`src/hw/rtl/assert_macros.svh`:
```
// Assertion macros for the RTL files
`ifndef ASSERT_MACROS_SVH
`define ASSERT_MACROS_SVH

// Same-cycle implication, disabled while reset is asserted
`define ASSERT_IMPLIES(label, clk, rst_n, ante, cons, msg) \
    label: assert property (@(posedge clk) disable iff (!rst_n) (ante) |-> (cons)) \
        else $error(msg);

// Next-cycle implication, disabled while reset is asserted
`define ASSERT_NEXT(label, clk, rst_n, ante, cons, msg) \
    label: assert property (@(posedge clk) disable iff (!rst_n) (ante) |=> (cons)) \
        else $error(msg);

`endif

```
`src/hw/rtl/iptc_pkg.sv`:
```
// Types and constants of the IP address text classifier
package iptc_pkg;

    localparam int unsigned ChW      = 8;
    localparam int unsigned KindW    = 2;
    localparam int unsigned LenW     = 6;
    localparam int unsigned GcntW    = 4;
    localparam int unsigned GlenW    = 3;
    localparam int unsigned GvalW    = 10;
    localparam int unsigned OutDataW = 8;

    localparam logic [LenW-1:0]  LenSat   = 6'd40;
    localparam logic [LenW-1:0]  LenMin   = 6'd7;
    localparam logic [LenW-1:0]  LenMax   = 6'd39;
    localparam logic [LenW-1:0]  LenMaxV4 = 6'd19;
    localparam logic [LenW-1:0]  LenMinV6 = 6'd15;
    localparam logic [GcntW-1:0] GcntSat  = 4'd9;
    localparam logic [GcntW-1:0] GroupsV4 = 4'd4;
    localparam logic [GcntW-1:0] GroupsV6 = 4'd8;
    localparam logic [GlenW-1:0] GlenSat  = 3'd5;
    localparam logic [GlenW-1:0] GlenMaxV4 = 3'd3;
    localparam logic [GlenW-1:0] GlenMaxV6 = 3'd4;
    localparam logic [GvalW-1:0] OctetMax = 10'd255;

    localparam logic [ChW-1:0] ChDot   = 8'h2E;
    localparam logic [ChW-1:0] ChColon = 8'h3A;
    localparam logic [ChW-1:0] ChZero  = 8'h30;
    localparam logic [ChW-1:0] ChNine  = 8'h39;
    localparam logic [ChW-1:0] ChUpA   = 8'h41;
    localparam logic [ChW-1:0] ChUpF   = 8'h46;
    localparam logic [ChW-1:0] ChLoA   = 8'h61;
    localparam logic [ChW-1:0] ChLoF   = 8'h66;

    localparam logic [KindW-1:0] KindNone = 2'd0;
    localparam logic [KindW-1:0] KindV4   = 2'd1;
    localparam logic [KindW-1:0] KindV6   = 2'd2;

    typedef struct packed {
        logic       dot;
        logic       colon;
        logic       dec;
        logic       hex;
        logic       zero;
        logic [3:0] digit;
    } t_char_class;

endpackage

```
`src/hw/rtl/iptc_char_dec.sv`:
```
// Character class decoder for one address character
module iptc_char_dec
    import iptc_pkg::*;
(
    input  logic [ChW-1:0] i_ch,
    output t_char_class    o_cls
);

    logic       dec;
    logic       letter;
    logic [ChW-1:0] diff;

    assign dec    = (i_ch >= ChZero) && (i_ch <= ChNine);
    assign letter = ((i_ch >= ChUpA) && (i_ch <= ChUpF)) ||
                    ((i_ch >= ChLoA) && (i_ch <= ChLoF));
    assign diff   = i_ch - ChZero;

    always_comb begin
        o_cls.dot   = (i_ch == ChDot);
        o_cls.colon = (i_ch == ChColon);
        o_cls.dec   = dec;
        o_cls.hex   = dec || letter;
        o_cls.zero  = (i_ch == ChZero);
        o_cls.digit = diff[3:0];
    end

endmodule

```
`src/hw/rtl/iptc_track.sv`:
```
// Group and length tracking registers with the end-of-string classification
module iptc_track
    import iptc_pkg::*;
(
    input  logic             i_clk,
    input  logic             i_rst_n,
    input  logic             i_step,
    input  logic             i_last,
    input  t_char_class      i_cls,
    output logic [KindW-1:0] o_kind
);

    logic [LenW-1:0]  r_len,   n_len;
    logic             r_dot,   n_dot;
    logic             r_col,   n_col;
    logic [GcntW-1:0] r_gcnt,  n_gcnt;
    logic [GlenW-1:0] r_glen,  n_glen;
    logic [GvalW-1:0] r_gval,  n_gval;
    logic             r_fz,    n_fz;
    logic             r_alld,  n_alld;
    logic             r_allh,  n_allh;
    logic             r_fail,  n_fail;

    logic             v4_ok_cur;
    logic             v6_ok_cur;
    logic             v4_ok_fin;
    logic             v6_ok_fin;
    logic             fin_ok;
    logic             fin_fail;
    logic [GcntW-1:0] fin_gcnt;
    logic [GcntW-1:0] gcnt_inc;

    function automatic logic v4_rule(input logic [GlenW-1:0] glen,
                                     input logic             alld,
                                     input logic [GvalW-1:0] gval,
                                     input logic             fz);
        v4_rule = (glen != '0) && (glen <= GlenMaxV4) && alld &&
                  (gval <= OctetMax) && !((glen > 3'd1) && fz);
    endfunction

    function automatic logic v6_rule(input logic [GlenW-1:0] glen,
                                     input logic             allh);
        v6_rule = (glen != '0) && (glen <= GlenMaxV6) && allh;
    endfunction

    assign v4_ok_cur = v4_rule(r_glen, r_alld, r_gval, r_fz);
    assign v6_ok_cur = v6_rule(r_glen, r_allh);
    assign gcnt_inc  = (r_gcnt < GcntSat) ? r_gcnt + 4'd1 : r_gcnt;

    // state after this character, before any end-of-string handling
    always_comb begin
        n_len  = (r_len < LenSat) ? r_len + 6'd1 : r_len;
        n_dot  = r_dot;
        n_col  = r_col;
        n_gcnt = r_gcnt;
        n_glen = r_glen;
        n_gval = r_gval;
        n_fz   = r_fz;
        n_alld = r_alld;
        n_allh = r_allh;
        n_fail = r_fail;
        if (i_cls.dot || i_cls.colon) begin
            n_dot  = r_dot | i_cls.dot;
            n_col  = r_col | i_cls.colon;
            n_fail = r_fail | (i_cls.dot ? !v4_ok_cur : !v6_ok_cur);
            n_gcnt = gcnt_inc;
            n_glen = '0;
            n_gval = '0;
            n_fz   = 1'b0;
            n_alld = 1'b1;
            n_allh = 1'b1;
        end else begin
            if (r_glen == '0) begin
                n_fz = i_cls.zero;
            end
            if (!i_cls.dec) begin
                n_alld = 1'b0;
            end else if (r_glen < GlenMaxV4) begin
                // times ten as two shifts
                n_gval = (r_gval << 3) + (r_gval << 1) + {6'd0, i_cls.digit};
            end
            if (!i_cls.hex) begin
                n_allh = 1'b0;
            end
            if (r_glen < GlenSat) begin
                n_glen = r_glen + 3'd1;
            end
        end
    end

    // final group is closed under the rules of the separator seen
    assign v4_ok_fin = v4_rule(n_glen, n_alld, n_gval, n_fz);
    assign v6_ok_fin = v6_rule(n_glen, n_allh);
    assign fin_ok    = n_dot ? v4_ok_fin : v6_ok_fin;
    assign fin_fail  = n_fail | !fin_ok;
    assign fin_gcnt  = (n_gcnt < GcntSat) ? n_gcnt + 4'd1 : n_gcnt;

    always_comb begin
        o_kind = KindNone;
        if ((n_dot != n_col) && !fin_fail && (n_len >= LenMin) && (n_len <= LenMax)) begin
            priority if (n_dot && (n_len <= LenMaxV4) && (fin_gcnt == GroupsV4)) begin
                o_kind = KindV4;
            end else if (n_col && (n_len >= LenMinV6) && (fin_gcnt == GroupsV6)) begin
                o_kind = KindV6;
            end else begin
                o_kind = KindNone;
            end
        end
    end

    always_ff @(posedge i_clk) begin
        if (!i_rst_n || (i_step && i_last)) begin
            r_len  <= '0;
            r_dot  <= 1'b0;
            r_col  <= 1'b0;
            r_gcnt <= '0;
            r_glen <= '0;
            r_gval <= '0;
            r_fz   <= 1'b0;
            r_alld <= 1'b1;
            r_allh <= 1'b1;
            r_fail <= 1'b0;
        end else if (i_step) begin
            r_len  <= n_len;
            r_dot  <= n_dot;
            r_col  <= n_col;
            r_gcnt <= n_gcnt;
            r_glen <= n_glen;
            r_gval <= n_gval;
            r_fz   <= n_fz;
            r_alld <= n_alld;
            r_allh <= n_allh;
            r_fail <= n_fail;
        end
    end

endmodule

```
`src/hw/rtl/ip_address_text_classifier_unit.sv`:
```
// IP address text classifier: one character per word in, one kind per string out
//
// Slave channel: one character per word in i_s_tdata, i_s_tlast on the final
// character of each address string. Master channel: one word per string, sent
// after its final character, o_m_tdata[1:0] = 0 neither, 1 IPv4, 2 IPv6.
// An accepted word sits in the input register until consumed; consuming it
// updates the group trackers, and a final character's result then enters the
// queue and shows on o_m_tvalid. Throughput is one character per cycle unless
// a final character waits on a full queue; the tracker is a single short step
// of compare and small add logic between the input register and the state.
// Results go into a two-entry output queue, so o_s_tready does not depend on
// i_m_tready. While the receiver stalls, characters keep flowing until a final
// character finds the queue full; it then waits in the input register and
// o_s_tready falls once that register is taken.
// Reset (i_rst_n low, synchronous) empties the input register and the queue and
// clears the trackers to the start of a string. All tracking state also
// clears after each final character.
module ip_address_text_classifier_unit
    import iptc_pkg::*;
(
    input  logic                i_clk,
    input  logic                i_rst_n,
    input  logic                i_s_tvalid,
    output logic                o_s_tready,
    input  logic [ChW-1:0]      i_s_tdata,   // [7:0] ch
    input  logic                i_s_tlast,
    output logic                o_m_tvalid,
    input  logic                i_m_tready,
    output logic [OutDataW-1:0] o_m_tdata    // [1:0] kind, [7:2] zero
);

`include "assert_macros.svh"

    logic             r_in_valid;
    logic [ChW-1:0]   r_in_ch;
    logic             r_in_last;
    logic             in_acc;
    logic             consume;
    logic             push;
    logic             pop;
    logic [1:0]       r_q_cnt;
    logic [KindW-1:0] r_q [2];
    logic             wr_idx;
    logic [KindW-1:0] kind;
    t_char_class      cls;

    assign consume    = r_in_valid && (!r_in_last || (r_q_cnt != 2'd2));
    assign o_s_tready = !r_in_valid || consume;
    assign in_acc     = i_s_tvalid && o_s_tready;
    assign push       = consume && r_in_last;
    assign pop        = (r_q_cnt != 2'd0) && i_m_tready;
    assign wr_idx     = pop ? 1'b0 : r_q_cnt[0];

    always_ff @(posedge i_clk) begin
        if (!i_rst_n) begin
            r_in_valid <= 1'b0;
        end else begin
            r_in_valid <= in_acc || (r_in_valid && !consume);
        end
    end

    always_ff @(posedge i_clk) begin
        if (in_acc) begin
            r_in_ch   <= i_s_tdata;
            r_in_last <= i_s_tlast;
        end
    end

    iptc_char_dec u_dec (
        .i_ch  (r_in_ch),
        .o_cls (cls)
    );

    iptc_track u_track (
        .i_clk   (i_clk),
        .i_rst_n (i_rst_n),
        .i_step  (consume),
        .i_last  (r_in_last),
        .i_cls   (cls),
        .o_kind  (kind)
    );

    always_ff @(posedge i_clk) begin
        if (!i_rst_n) begin
            r_q_cnt <= '0;
        end else begin
            r_q_cnt <= r_q_cnt + {1'b0, push} - {1'b0, pop};
        end
    end

    // a push into the head slot takes precedence over the shift on pop
    always_ff @(posedge i_clk) begin
        if (push && !wr_idx) begin
            r_q[0] <= kind;
        end else if (pop) begin
            r_q[0] <= r_q[1];
        end
        if (push && wr_idx) begin
            r_q[1] <= kind;
        end
    end

    assign o_m_tvalid = (r_q_cnt != 2'd0);
    assign o_m_tdata  = {{(OutDataW-KindW){1'b0}}, r_q[0]};

    `ASSERT_IMPLIES(a_no_push_full, i_clk, i_rst_n, push, r_q_cnt != 2'd2,
        "result pushed into a full queue")
    `ASSERT_IMPLIES(a_kind_legal, i_clk, i_rst_n, o_m_tvalid, o_m_tdata[1:0] != 2'd3,
        "illegal kind code on output")
    `ASSERT_NEXT(a_last_gives_result, i_clk, i_rst_n, push, o_m_tvalid,
        "final character produced no result")
    `ASSERT_NEXT(a_accept_loads, i_clk, i_rst_n, in_acc, r_in_valid,
        "accepted word not held in input register")

endmodule
```
`config.mk`:
```
export PLATFORM = sky130hd
export DESIGN_NAME = ip_address_text_classifier_unit
export DESIGN_NICKNAME = d
export VERILOG_FILES = /design/src/hw/rtl/iptc_pkg.sv /design/src/hw/rtl/iptc_char_dec.sv /design/src/hw/rtl/iptc_track.sv /design/src/hw/rtl/ip_address_text_classifier_unit.sv
export VERILOG_INCLUDE_DIRS = /design/src /design/src/hw/rtl
export SDC_FILE = /design/constraint.sdc
export NUM_CORES = 1
export LEC_CHECK = 0
export BUFFER_PORTS_ARGS = -buffer_cell sky130_fd_sc_hd__buf_2
export CAP_MARGIN = 0
export CORE_MARGIN = 2
export CORE_UTILIZATION = 50
export DETAILED_ROUTE_END_ITERATION = 10
export GPL_ROUTABILITY_DRIVEN = 0
export PLACE_DENSITY = 0.79
export SKIP_LAST_GASP = 1
export SLEW_MARGIN = 40
export SYNTH_ARGS = -nofsm -noshare
export SYNTH_HDL_FRONTEND = slang
export SYNTH_SLANG_ARGS = --single-unit
```
`constraint.sdc`:
```
create_clock -name i_clk -period 3.3 [get_ports i_clk]
set_clock_uncertainty 0.2 [all_clocks]
set_input_delay 0.165 -clock i_clk [delete_from_list [all_inputs] [get_ports i_clk]]
set_output_delay 0.165 -clock i_clk [all_outputs]
set_load 0.02 [all_outputs]
```
==> metrics.yaml <==
run_status:
  status: "finished, final reports clean"
floorplan:
  die_area_um2: 6460
  coreArea_um2: 5570
  floorplan.die.height_um: 80.4
  die_w_um: 80.4
  num_io_pins: 23
  core.rowCount: 27
  start_util: 0.523
sta:
  setup_viol: 0
  tns_ns: 0
  slew_headroom: 0.554
  period_minus_slack_ns: 3.20
  final_hold_viol_count: 0
  timing.hold.ws_ns: 0.120
  post-route-period-util: 0.969
  final.setup.worst_slack_ns: 0.103
  fmax_mhz: 313
  slew_violations: 0
  worstMarginPinSlew_ns: 0.668
global_routing:
  overflow: 0
  grt_usage: 0.211
  grt_pass1_vias: 2487
  grt_pass1_wl_um: 10800
  grt_max_degree: 22
  grt_antenna_before_repair: 0
pwr:
  p_total_mw: 1.24
  power_density_nw_per_um2: 365
  p_leak_nw: 1.46
  peakVddDrop_mv: 0.335
synthesis:
  synth_seq_cells: 45
  yosysTopAreaCellShare: 0.220
  yosysSeqAreaShare: 0.353
  synth_common_cells: "nand2_1 (44), dfxtp_1 (32), ha_1 (27), a21oi_1 (25), nor2_1 (25)"
  yosys_warnings: 0
  yosysMostFrequentCell: "nand2_1"
  async_flop_share: 0
  synth_area_per_cell_um2: 8.53
  syn_area_um2: 2920
  ys.flop_type: "dfxtp_1"
  ys_types: 55
  ys_top_cells_by_area: "dfxtp_1 (22%), edfxtp_1 (13%), ha_1 (12%)"
  synth_edf_count: 13
  synthCells: 342
  yosysTopAreaCell: "dfxtp_1"
worst_setup_path:
  max_stage_delay_ns: 0.59
  cp_top_family: "simple AND/OR/NAND/NOR gates"
  crit_path_max_fanout: 4
  setup.worst_path.start_class: "flip-flop"
  cp_num_buf_inv: 1
  crit_required_ns: 3.24
  critPathSlowestCell: "or4b_4"
  crit_chain: "or4b_4 -> nor3b_4 -> nand2_2 -> xnor2_2 -> inv_1 -> ha_1 -> nor2_1 -> mux2i_1 -> or3_4 -> o31ai_2"
  crit_type: "flip-flop to flip-flop"
  arrival_ns: 3.13
  cp-end-kind: "flip-flop"
  r2r_setup_slack_ns: 0.10
drt:
  wirelength_um: 6300
  firstDrtPassIters: 4
  avgRoutedWirePerCell_um: 13.9
  vias_per_cell: 5.56
  drc: 0
  drtAntennaViolNets: 0
  dr.first_iter.drc_count: 206
  via_count: 2523
layout:
  nets: 423
  nFillCells: 463
  final_core_util: 0.612
  n_antenna_cell: 0
  syn_to_final_growth_pct: 16.9
  drive_gt1_frac: 0.160
  multiInputGateArea_um2: 1790
  register_area_um2: 1030
  stdcell_count: 454
  final_cell_area_um2: 3410
cts:
  htree_levels: 2
  clock-root-buffer: "clkbuf_8"
  worstSkewPairLatency_ns: 0.30
  cts_tree: "built"
  cts.sinks: 45
  cts-buffers-inserted: 5
  cts_buffer_depth: 2
  path_clk_slew_ns: 0.09
placement:
  place_hpwl_um: 4280
  dpl_cell_area_um2: 3100
  preCtsSetupSlack_ns: -0.0954
  dp_cells: 430
  numPortBuffers: 16
hold_path:
  hp-class: "input pin to flip-flop"
run:
  max_cap_viol_count: 0
[logic make-up (layout without fill, tap and decap cells)]
group,Yosys count,count (layout),share of synthesized area
AO/OA/AOI/OAI,81,81,0.173
XOR/XNOR,20,20,0.0601
adder cells (fa/ha/maj),29,29,0.130
buffers and inverters,40,75,0.0618
flip-flops,45,45,0.353
multiplexers,4,4,0.0146
other,1,6,0.00129
AND/OR/NAND/NOR,122,122,0.206
[power breakdown]
part           internal (mW)  switching (mW)  total (mW)  leakage [nW]
sequential             0.606          0.0256       0.632         0.385
combinational          0.110           0.153       0.263          1.03
clock                  0.150           0.199       0.349        0.0445
[worst paths after layout]
check	endpoint	start	depth (start not counted)
hold reg to reg	u_track.r_gval[7]	u_track.r_gval[7]	2
hold / removal	r_q[0][0]	i_m_tready	3
setup reg to reg	r_q[0][0]	r_in_ch[0]	10
setup / recovery	r_q[0][0]	r_in_ch[0]	10
[state kept, by name, summed over array words and instances (netlist names)]
name	cells
r_in_ch	8
r_in_last	1
r_in_valid	1
r_q	4
r_q_cnt	2
u_track.r_alld	1
u_track.r_allh	1
u_track.r_col	1
u_track.r_dot	1
u_track.r_fail	1
u_track.r_fz	1
u_track.r_gcnt	4
u_track.r_glen	3
u_track.r_gval	10
u_track.r_len	6
[per-layer routing]
layer / up-vias / global-route usage / part of all wire
li1: 1267 / - / -
met1: 1198 / 0.264 / 0.45
met2: 52 / 0.373 / 0.50
met3: 6 / 0.0382 / 0.039
met4: 0 / 0.0559 / 0.0075
met5: - / 0 / 0
[worst reg2reg max path, stage by stage (launching register included)]
cell and delay [ns]:
edfxtp_1 0.40, or4b_4 0.59, nor3b_4 0.24, nand2_2 0.15, xnor2_2 0.24, inv_1 0.08, ha_1 0.29, nor2_1 0.10
mux2i_1 0.09, or3_4 0.42, o31ai_2 0.24
[area by class of cell]
cell class	count	share of cell area
Sequential cell	45	0.302
Clock inverter	3	0.00624
Timing Repair Buffer	44	0.0939
Multi-Input combinational cell	262	0.526
Clock buffer	5	0.0202
Inverter	23	0.0253
Tap cell	72	0.0264
[cell usage in the layout (no fill, tap or decap), drive strengths merged, types with 3 or more instances in the layout]
cell | synthesis | final
nand2 | 44 | 44
dfxtp | 32 | 32
buf | 10 | 32
ha | 27 | 27
a21oi | 26 | 26
nor2 | 25 | 25
inv | 23 | 24
o21ai | 22 | 22
edfxtp | 13 | 13
dlygate4sd3 | 0 | 12
xnor2 | 11 | 11
nor3 | 10 | 10
xor2 | 9 | 9
nand3 | 8 | 8
and2 | 7 | 7
a31oi | 6 | 6
conb | 1 | 6
and3 | 5 | 5
a21o | 5 | 5
clkbuf | 7 | 5
nand4 | 4 | 4
o31ai | 4 | 4
nor2b | 4 | 4
or2 | 3 | 3
nand2b | 3 | 3
a211oi | 3 | 3
[timing repair]
action | in CTS | in global routing
resized for setup | 4 | 11
hold buffers | 12 | 0
pin swaps | 2 | 7
setup buffers | 0 | 4
endpoints found under the setup margin | 1 | 3
endpoints found under the hold margin | 13 | 0
(Power assumes the default switching activity.)
